**src/rtl/mbet_pkg.sv**
```systemverilog
`default_nettype none

package mbet_pkg;

    // Iteration limit and fixed-point format of the points.
    localparam int ITER_LIMIT = 256;
    localparam int FRAC_BITS  = 28;

    // Port widths.
    localparam int C_W   = 32;
    localparam int OUT_W = 9;

    // Iteration counter wide enough to hold ITER_LIMIT itself.
    localparam int CNT_W = $clog2(ITER_LIMIT + 1);

    // A component of z that has not escaped is below 2.0, so its magnitude
    // fits in FRAC_BITS + 1 bits. Squares of such values lie below 4.0 and the
    // doubled cross product below 8.0.
    localparam int MAG_W  = FRAC_BITS + 1;
    localparam int PROD_W = 2 * MAG_W;
    localparam int SQ_W   = FRAC_BITS + 2;
    localparam int XP_W   = FRAC_BITS + 3;

    // The sum of squares minus the other square plus c must never wrap.
    localparam int Z_W = ((FRAC_BITS + 4 > C_W) ? FRAC_BITS + 4 : C_W) + 2;

    typedef enum logic [1:0] {
        ST_IDLE,
        ST_ADD,
        ST_SQUARE
    } mbet_state_t;

    typedef struct packed {
        logic load;    // capture c and clear z
        logic add;     // form the next z from the stored products
        logic square;  // form the squares and the cross product
    } mbet_cmd_t;

    typedef struct packed {
        logic sum_esc; // stored squares add up to 4.0 or more
        logic big;     // a component of the stored z is 2.0 or more
    } mbet_status_t;

endpackage

`default_nettype wire

```
**src/rtl/mbet_ctrl.sv**
```systemverilog
`default_nettype none

module mbet_ctrl (
    input  wire                           clk,
    input  wire                           rst_n,
    input  wire                           start,
    input  wire  mbet_pkg::mbet_status_t  status,
    output mbet_pkg::mbet_cmd_t           cmd,
    output logic                          busy,
    output logic                          done,
    output logic [mbet_pkg::OUT_W-1:0]    iteration_count
);
    import mbet_pkg::*;

    mbet_state_t      state_reg, state_next;
    logic [CNT_W-1:0] reps_reg, reps_next;
    logic             pending_reg, pending_next;
    logic             done_reg, done_next;
    logic [OUT_W-1:0] count_reg, count_next;

    logic [CNT_W-1:0] reps_eff;
    logic             sum_exit;
    logic             limit_exit;

    // An iteration counts as completed once its squares have passed the
    // sum test, which happens at the start of the following add step.
    always_comb
    begin
        reps_eff   = reps_reg + CNT_W'(pending_reg);
        sum_exit   = pending_reg && status.sum_esc;
        limit_exit = (reps_eff == CNT_W'(ITER_LIMIT));
    end

    always_comb
    begin
        state_next = state_reg;
        unique case (state_reg)
            ST_IDLE:
            begin
                if (start)
                begin
                    state_next = ST_ADD;
                end
            end
            ST_ADD:
            begin
                if (sum_exit || limit_exit)
                begin
                    state_next = ST_IDLE;
                end
                else
                begin
                    state_next = ST_SQUARE;
                end
            end
            ST_SQUARE:
            begin
                if (status.big)
                begin
                    state_next = ST_IDLE;
                end
                else
                begin
                    state_next = ST_ADD;
                end
            end
            default:
            begin
                state_next = ST_IDLE;
            end
        endcase
    end

    always_comb
    begin
        cmd          = '0;
        reps_next    = reps_reg;
        pending_next = pending_reg;
        done_next    = 1'b0;
        count_next   = count_reg;
        unique case (state_reg)
            ST_IDLE:
            begin
                if (start)
                begin
                    cmd.load     = 1'b1;
                    reps_next    = '0;
                    pending_next = 1'b0;
                end
            end
            ST_ADD:
            begin
                if (sum_exit)
                begin
                    done_next  = 1'b1;
                    count_next = OUT_W'(reps_reg);
                end
                else if (limit_exit)
                begin
                    done_next  = 1'b1;
                    count_next = OUT_W'(reps_eff);
                end
                else
                begin
                    cmd.add      = 1'b1;
                    reps_next    = reps_eff;
                    pending_next = 1'b0;
                end
            end
            ST_SQUARE:
            begin
                if (status.big)
                begin
                    done_next  = 1'b1;
                    count_next = OUT_W'(reps_reg);
                end
                else
                begin
                    cmd.square   = 1'b1;
                    pending_next = 1'b1;
                end
            end
            default:
            begin
                cmd = '0;
            end
        endcase
    end

    always_ff @(posedge clk or negedge rst_n)
    begin
        if (!rst_n)
        begin
            state_reg   <= ST_IDLE;
            reps_reg    <= '0;
            pending_reg <= 1'b0;
            done_reg    <= 1'b0;
        end
        else
        begin
            state_reg   <= state_next;
            reps_reg    <= reps_next;
            pending_reg <= pending_next;
            done_reg    <= done_next;
        end
    end

    always_ff @(posedge clk)
    begin
        count_reg <= count_next;
    end

    assign busy            = (state_reg != ST_IDLE);
    assign done            = done_reg;
    assign iteration_count = count_reg;

endmodule

`default_nettype wire

```
**config.mk**
```make
export PLATFORM = sky130hd
export DESIGN_NAME = mbet_ctrl
export DESIGN_NICKNAME = d
export VERILOG_FILES = /design/src/rtl/mbet_pkg.sv /design/src/rtl/mbet_ctrl.sv
export SDC_FILE = /design/constraint.sdc
export NUM_CORES = 1
export LEC_CHECK = 0
export BUFFER_PORTS_ARGS = -buffer_cell sky130_fd_sc_hd__buf_2
export CORE_MARGIN = 3
export CORE_UTILIZATION = 57
export DETAILED_ROUTE_END_ITERATION = 10
export PLACE_DENSITY = 0.79
export REMOVE_ABC_BUFFERS = 1
export SKIP_CTS_REPAIR_TIMING = 1
export SYNTH_ARGS = -nofsm -noshare
export SYNTH_HDL_FRONTEND = slang
export SYNTH_SLANG_ARGS = --single-unit
```
**constraint.sdc**
```tcl
create_clock -name clk -period 3.1 [get_ports clk]
set_clock_uncertainty 0.15 [all_clocks]
set_input_delay 0.155 -clock clk [delete_from_list [all_inputs] [get_ports clk]]
set_output_delay 0.155 -clock clk [all_outputs]
set_load 0.01 [all_outputs]
```
==> results.cfg, run 1 <==
[clock_tree]
cts_root_buffer = clkbuf_4
cts_sinks = 22
ctsHtreeMaxLevel = 1
clk_pin_slew_ps = 120
cts_tree = yes
clockBufferDepth = 2
insertion_delay_ps = 320
cts_made_buffers = 3

[synthesis]
synth-async-reset-ratio_pct = 59.1
synth_top_area_cell = dfrtp_1
synth_edf_count = 9
ys_seq_elements = 22
syn_avg_cell_area_um2 = 9.78
ys_warn_count = 0
synth_area_leaders = dfrtp_1 (21%), edfxtp_1 (18%), ha_1 (5.0%)
synth_area_um2 = 1520
ys_seq_area_share_pct = 39.3
yosysTopAreaCellShare_pct = 21.5
syn_inst = 155
yosysUniqueCellTypes = 54
ys.flop_type = dfrtp_1

[placement]
dp_hpwl_mm = 2.63
place_inst = 201
dp_slack_ps = 122
place_congestion = 0.925
port_buffers = 18

[drt]
first_pass_iters = 4
remaining_drc_errors = 0
viasPerCell = 6.33
vias = 1310
finalWirelength_mm = 3.46
antenna_left = 0
drt_iter0_markers = 50
routedWlPerCell_um = 16.7

[pwr]
vdd_ir_drop_max_mv = 0.519
power.leakage_nw = 0.667
powerDensity_nw_per_um2 = 647

[status]
status = complete, no violations

[hold_path]
min-delay-start = start
min_path_cells = 4
min_path_type = input pin to flop
hold_path_end = state_reg[0]

[sta]
rsz0062_at_grt = no
finalCritPeriodShare_pct = 95.2
fin_crit_ps = 2950
hold_ws_ps = 33.9
max-slew-margin-rel_pct = 46.9
worstMarginPinSlew_ps = 796
finalHoldViolCount = 0
tns_ps = 0
fin_ws_ps = 150
clock.fmax_ghz = 0.339
setup_violations = 0
drv_slew = 0

[die]
die_width_um = 57.6
pin_count = 19
die_height_um = 57.6
design.core.area_um2 = 2500
start_util_pct = 60.6
fp.dieArea_um2 = 3310
core.rowCount = 18

[global_routing]
grt_max_degree = 20
grt_pass1_wl_mm = 6.03
grt-ovfl-total = 0
grt_util_all_layers_pct = 23.4
grt_antenna_before_repair = 0
grt_pass1_vias = 1329

[setup_path]
crit_fanout = 6
r2r_cells = 7
r2r_slack_ps = 370
worstReg2RegEnd = iteration_count[1]
startpoint_type = flop
path_cells = ha_1 > ha_1 > and3_1 > o22ai_2 > a22o_4 > a32oi_2 > buf_4 > and2_1 > buf_2
slowest_delay_ps = 400
rr_startpoint = reps_reg[0]
critPathSlowestCell = dfrtp_1
timing.critical_path.arrival_ps = 2640
worst-setup-path-type = flop to primary output
worst_path_most_repeated_cell = ha_1
worstPathRequired_ps = 2790
worst_setup_path_end_kind = primary output

[finish]
nets = 189
syn2layout_area_growth_pct = 10.7
fin_cells = 207
n_antenna_cell = 0
drive_gt1_share_pct = 26.6

[flow_run]
drv_cap = 0
-- layer usage --
metal / vias to the layer above / GRT usage (%) / part of all wire [%]
li1: 624 / - / -
met1: 630 / 29.6 / 42
met2: 49 / 40.0 / 49
met3: 7 / 2.94 / 6.1
met4: 0 / 9.93 / 2.1
met5: - / 0 / 0
-- where the power goes --
| group | internal, mW | switching (mW) |
|---|---|---|
| registers | 0.403 | 0.0280 |
| clock network | 0.0504 | 0.0896 |
| logic | 0.172 | 0.342 |
-- kinds of logic after synthesis --
group                    count (synthesis)  share of synthesized area [%]
buffers and inverters                   16                           5.78
AND/OR/NAND/NOR                         59                           21.4
AO/OA/AOI/OAI                           43                           23.0
flip-flops                              22                           39.3
adder cells (fa/ha/maj)                  6                           4.95
multiplexers                             2                           1.49
XOR/XNOR                                 7                           4.05
-- worst max-delay path by stage --
| stage | from | end | depth (start not counted) |
|---|---|---|---|
| after floorplan | pending_reg | iteration_count[0] | 7 |
| after global placement | reps_reg[0] | iteration_count[6] | 7 |
| after detailed placement | reps_reg[0] | iteration_count[1] | 7 |
| after CTS | reps_reg[0] | iteration_count[1] | 7 |
| after global routing | reps_reg[0] | cmd[1] | 9 |
| final | reps_reg[0] | cmd[1] | 9 |
-- layout by cell type, fill, tap and decap left out, types with 2 or more instances in the layout --
master,instances
buf_2,18
nand2_1,17
dfrtp_1,13
inv_1,9
nor2_1,9
edfxtp_1,9
a21oi_1,7
xnor2_1,7
nand3_1,6
nor3_1,6
o21ai_0,6
ha_1,6
buf_4,5
o211ai_1,4
and2_1,3
nand4_1,3
o311ai_1,3
clkbuf_4,3
mux2_2,2
a311oi_1,2
nor4_1,2
a31oi_1,2
dlygate4sd3_1,2
-- synthesized netlist by cell type (4+ instances only) --
cell,number
o21ai_0,6
dfrtp_1,13
nand3_1,6
nor2_1,9
nor3_1,6
nand2_1,17
edfxtp_1,9
a21oi_1,8
inv_1,9
o211ai_1,4
ha_1,6
xnor2_1,7
-- worst max-delay path, delay by kind of cell, from the launching register on --
family / cells / cell delay (ps)
compound gates: 3 / 680
fa+ha+maj: 2 / 480
buf+inv: 2 / 280
flops: 1 / 400
simple gates: 2 / 470
-- metrics by stage --
step / utilization [%] / power, mW / cell area (µm²)
2_1_floorplan: - / 0.745 / 1460
3_3_place_gp: 65.1 / 0.928 / 1630
3_5_place_dp: 65.1 / 0.942 / 1630
4_1_cts: 66.1 / 1.08 / 1650
5_1_grt: 67.1 / 1.15 / 1680
6_report: 67.1 / 1.08 / 1680
-- cell type report --
class | count | area (µm²)
Clock buffer | 4 | 26.3
Fill cell | 183 | 823
Inverter | 9 | 33.8
Multi-Input combinational cell | 117 | 836
Sequential cell | 22 | 596
Tap cell | 30 | 37.5
Timing Repair Buffer | 25 | 148
(Power assumes the default switching activity.)
==> inputs of run 2 (changes only) <==
Settings changed: CORE_UTILIZATION 57 to 45, PLACE_DENSITY 0.79 to default.
==> run 2 against run 1 <==
Routed wire length grew 0.72%. Cell area grew 2.8%. Sequential power is essentially flat. Critical path type unchanged. Non-clock buffer count grew 4. Critical path depth is the same. Maximum frequency shrank 0.39%. Count of clock-buffer cells in the layout is the same. Utilization shrank 12 points. Cell count grew 8.7%. Highest routed layer unchanged. Worst setup slack lost 12 ps.
==> results.cfg, run 2 (synthesized netlist as in run 1, its figures left out) <==
[die]
start_util_pct = 48.4
die_width_um = 64.0
fp.dieArea_um2 = 4100
pin_count = 19
design.core.area_um2 = 3130
die_height_um = 64.0
core.rowCount = 20

[clock_tree]
clk_pin_slew_ps = 130
cts_root_buffer = clkbuf_4
insertion_delay_ps = 310
ctsHtreeMaxLevel = 1
cts_sinks = 22
cts_tree = yes
clockBufferDepth = 2
cts_made_buffers = 3

[drt]
met2_length_mm = 1.62
drt-met1-wl_mm = 1.65
vias = 1294
finalWirelength_mm = 3.48
viasPerCell = 5.75
drt_iter0_markers = 81
routedWlPerCell_um = 15.5
top_layer_used = met4
wl_met3_um = 157
first_pass_iters = 4
antenna_left = 0
remaining_drc_errors = 0

[setup_path]
path_depth = 9
r2r_slack_ps = 340
critPathBufInv = 2
worst_path_most_repeated_cell = ha_1
slowest_delay_ps = 410
path_cells = ha_1 > ha_1 > and3_1 > o22ai_2 > a22o_4 > a32oi_2 > buf_4 > and2_1 > buf_2
r2r_cells = 7
timing.critical_path.arrival_ps = 2660
startpoint_type = flop
critPathSlowestCell = dfrtp_1
worst_setup_path_end_kind = primary output
crit_family = compound AO/OA/AOI/OAI gates
worstPathRequired_ps = 2790
worst-setup-path-type = flop to primary output
crit_fanout = 8

[global_routing]
grt_pass1_wl_mm = 5.99
grt_antenna_before_repair = 0
grt_max_degree = 16
grt-ovfl-total = 0
grt_util_all_layers_pct = 18.4
grt_pass1_vias = 1232

[flow_run]
drv_cap = 0

[placement]
dp_hpwl_mm = 2.60
place_congestion = 0.896
place_inst = 219
port_buffers = 18

[finish]
final_cell_mix = buf_2 (18), nand2_1 (17), dfrtp_1 (13)
nets = 193
mostFrequentLayoutCell = buf_2
fillers = 272
fin_cells = 225
utilization_pct = 55.1
n_antenna_cell = 0
drive_gt1_share_pct = 28.2
syn2layout_area_growth_pct = 13.8

[sta]
worstMarginPinSlew_ps = 756
clock.fmax_ghz = 0.338
finalCritPeriodShare_pct = 95.5
tns_ps = 0
drv_slew = 0
finalHoldViolCount = 0
setup_violations = 0
rsz0062_at_grt = no
fin_crit_ps = 2960
max-slew-margin-rel_pct = 49.6

[pwr]
power.leakage_nw = 0.689
powerDensity_nw_per_um2 = 629
vdd_ir_drop_max_mv = 0.576

[hold_path]
min_path_type = input pin to flop
min_path_cells = 4

[status]
status = complete, no violations
run 2: cell count changes in the layout (fill, tap and decap cells not counted):
cell   previous run  this run
buf_4             5         9
run 2: worst register-to-register path: stages, from the launching register on:
cell	delay, ps
dfrtp_1	430
ha_1	260
ha_1	290
and3_1	270
o22ai_2	240
a22o_4	190
a32oi_2	130
a21oi_2	460
run 2: layout make-up:
cell class | instances | area [µm²] | area share (%)
sequential | 22 | 596 | 34.5
timing repair buffer | 29 | 178 | 10.3
clock buffer | 4 | 26.3 | 1.52
multi-input combinational | 117 | 836 | 48.5
inverter | 9 | 33.8 | 1.96
tap | 44 | 55.1 | 3.19
run 2: power by group:
| group | switching, mW | leakage [nW] | total, mW | internal [mW] |
|---|---|---|---|---|
| logic | 0.335 | 0.407 | 0.513 | 0.179 |
| clock network | 0.0918 | 0.0150 | 0.142 | 0.0501 |
| registers | 0.0274 | 0.267 | 0.430 | 0.402 |
run 2: final timing paths:
kind                                    from                 end
min in group asynchronous              rst_n         reps_reg[2]
worst max-delay path             reps_reg[0]              cmd[1]
worst max register to register   reps_reg[0]  iteration_count[3]
worst min register to register  state_reg[0]        state_reg[0]
max in group asynchronous              rst_n         reps_reg[1]
worst min-delay path                   start        state_reg[0]
run 2: layer usage:
layer / global-route usage [%] / vias to the layer above
li1: - / 631
met3: 1.76 / 6
met1: 26.3 / 615
met2: 28.9 / 42
met4: 6.20 / 0
met5: 0 / -
run 2: stage by stage:
step	power, mW	hold WS (ps)	area, µm²	setup slack, ps
floorplan	0.745	-291	1460	258
global placement	0.947	-71.4	1670	152
detailed placement	0.950	-70.8	1670	48.4
CTS	1.09	-424	1700	29.4
global route	1.17	84.0	1720	1.12
finish	1.09	15.1	1720	139
==> inputs of run 3 (changes only) <==
--- a/constraint.sdc
+++ b/constraint.sdc
@@ -4,2 +4,2 @@
 set_output_delay 0.155 -clock clk [all_outputs]
-set_load 0.01 [all_outputs]
+set_load 0.02 [all_outputs]
==> run 3 against run 2 <==
Worst hold slack lost 6.2 ps. Sequential share of layout area shrank 0.25 points. Largest cell class unchanged. Sequential power is essentially flat. Die area is the same. Routed wire length grew 0.83%. Critical path type unchanged. Worst setup slack gained 44 ps. Flip-flop and latch count is the same. Critical path depth is the same. Utilization grew 0.40 points. Maximum frequency grew 1.5%. Count of clock-buffer cells in the layout is the same. Non-clock buffer count is the same.
==> results.cfg, run 3 (synthesized netlist as in run 1, its figures left out) <==
[setup_path]
worstReg2RegEnd = iteration_count[6]
crit_family = compound AO/OA/AOI/OAI gates
path_depth = 9
startpoint_type = flop
slowest_delay_ps = 400
worstPathRequired_ps = 2790
critical_path.endpoint = cmd[1]
worst_setup_path_end_kind = primary output
setup.worst_path.start = reps_reg[0]
path_cells = ha_1 > ha_2 > and3_1 > o22ai_2 > a22o_4 > a32oi_2 > buf_4 > and2_1 > buf_2
critPathBufInv = 2
r2r_slack_ps = 390
critPathSlowestCell = dfrtp_1
timing.critical_path.arrival_ps = 2610
worst-setup-path-type = flop to primary output
r2r_cells = 7
crit_fanout = 8
rr_startpoint = reps_reg[0]

[finish]
nets = 193
fillers = 275
fin_cells = 225
drive_gt1_share_pct = 29.3
n_antenna_cell = 0
mostFrequentLayoutCell = buf_2
utilization_pct = 55.5
final_cell_mix = buf_2 (18), nand2_1 (17), dfrtp_1 (13)
syn2layout_area_growth_pct = 14.6

[drt]
drt_iter0_markers = 63
routedWlPerCell_um = 15.6
vias = 1296
first_pass_iters = 5
viasPerCell = 5.76
remaining_drc_errors = 0
finalWirelength_mm = 3.51
antenna_left = 0

[global_routing]
grt_max_degree = 16
grt_util_all_layers_pct = 18.9
grt_pass1_wl_mm = 6.14
grt-ovfl-total = 0
grt_antenna_before_repair = 0
grt_pass1_vias = 1272

[clock_tree]
insertion_delay_ps = 310
clockBufferDepth = 2
cts_made_buffers = 3
clk_pin_slew_ps = 130
cts_tree = yes
cts_sinks = 22
cts_root_buffer = clkbuf_4
ctsHtreeMaxLevel = 1

[pwr]
power.leakage_nw = 0.692
vdd_ir_drop_max_mv = 0.379
powerDensity_nw_per_um2 = 678

[sta]
tns_ps = 0
worstMarginPinSlew_ps = 797
rsz0062_at_grt = no
fin_crit_ps = 2920
finalCritPeriodShare_pct = 94.1
clock.fmax_ghz = 0.343
max-slew-margin-rel_pct = 46.8
setup_violations = 0
finalHoldViolCount = 0
drv_slew = 0

[die]
die_height_um = 64.0
fp.dieArea_um2 = 4100
die_width_um = 64.0
start_util_pct = 48.4
core.rowCount = 20
design.core.area_um2 = 3130
pin_count = 19

[flow_run]
drv_cap = 0

[placement]
dp_hpwl_mm = 2.59
port_buffers = 18
place_congestion = 0.884
place_inst = 219

[hold_path]
min_path_type = input pin to flop

[status]
status = complete, no violations
-- run 3: changes by cell type in the layout (fill, tap and decap cells not counted) --
cell      delta
clkbuf_1     -1
clkbuf_8     +1
ha_1         -1
ha_2         +1
-- run 3: worst min-delay path by stage --
| stage | start | endpoint | slack, ps | cells past startpoint |
|---|---|---|---|---|
| floorplan | rst_n | done | -290 | 0 |
| global placement | rst_n | reps_reg[4] | -70 | 1 |
| detailed placement | rst_n | reps_reg[5] | -70 | 1 |
| CTS | rst_n | reps_reg[3] | -430 | 1 |
| global route | start | state_reg[0] | 60 | 4 |
| finish | start | state_reg[0] | 9 | 4 |
-- run 3: layout make-up --
type / instances / area [µm²] / share of cell area (%)
well taps: 44 / 55.1 / 3.17
multi-input cells: 117 / 838 / 48.3
clock buffers: 4 / 36.3 / 2.09
flip-flops and latches: 22 / 596 / 34.3
repair buffers: 29 / 178 / 10.2
inverters: 9 / 33.8 / 1.95
-- run 3: report_power, final --
group          total, mW  switching, mW  internal [mW]
combinational      0.585          0.405          0.180
clock              0.162         0.0905         0.0718
sequential         0.430         0.0272          0.403
-- run 3: through the flow --
stage / total power, mW / cell area [µm²] / setup slack [ps] / hold slack (ps)
2_1_floorplan: 0.809 / 1460 / 258 / -291
3_3_place_gp: 1.01 / 1670 / 104 / -70.8
3_5_place_dp: 1.02 / 1670 / 79.9 / -70.4
4_1_cts: 1.18 / 1710 / 38.1 / -429
5_1_grt: 1.25 / 1740 / 46.2 / 57.5
6_report: 1.18 / 1740 / 183 / 8.96
-- run 3: per-layer routing --
layer,track usage [%],vias to the layer above,wire (µm)
met1,26.0,622,1600
met2,31.1,37,1710
li1,-,633,-
met5,0,-,0
met4,5.93,0,30
met3,1.76,4,165
-- run 3: worst register-to-register path: cells and delay by family (launching register included) --
family,cells,cell delay [ps]
AO/OA/AOI/OAI,4,1050
AND/OR/NAND/NOR,1,240
flip-flops,1,420
adder cells (fa/ha/maj),2,500
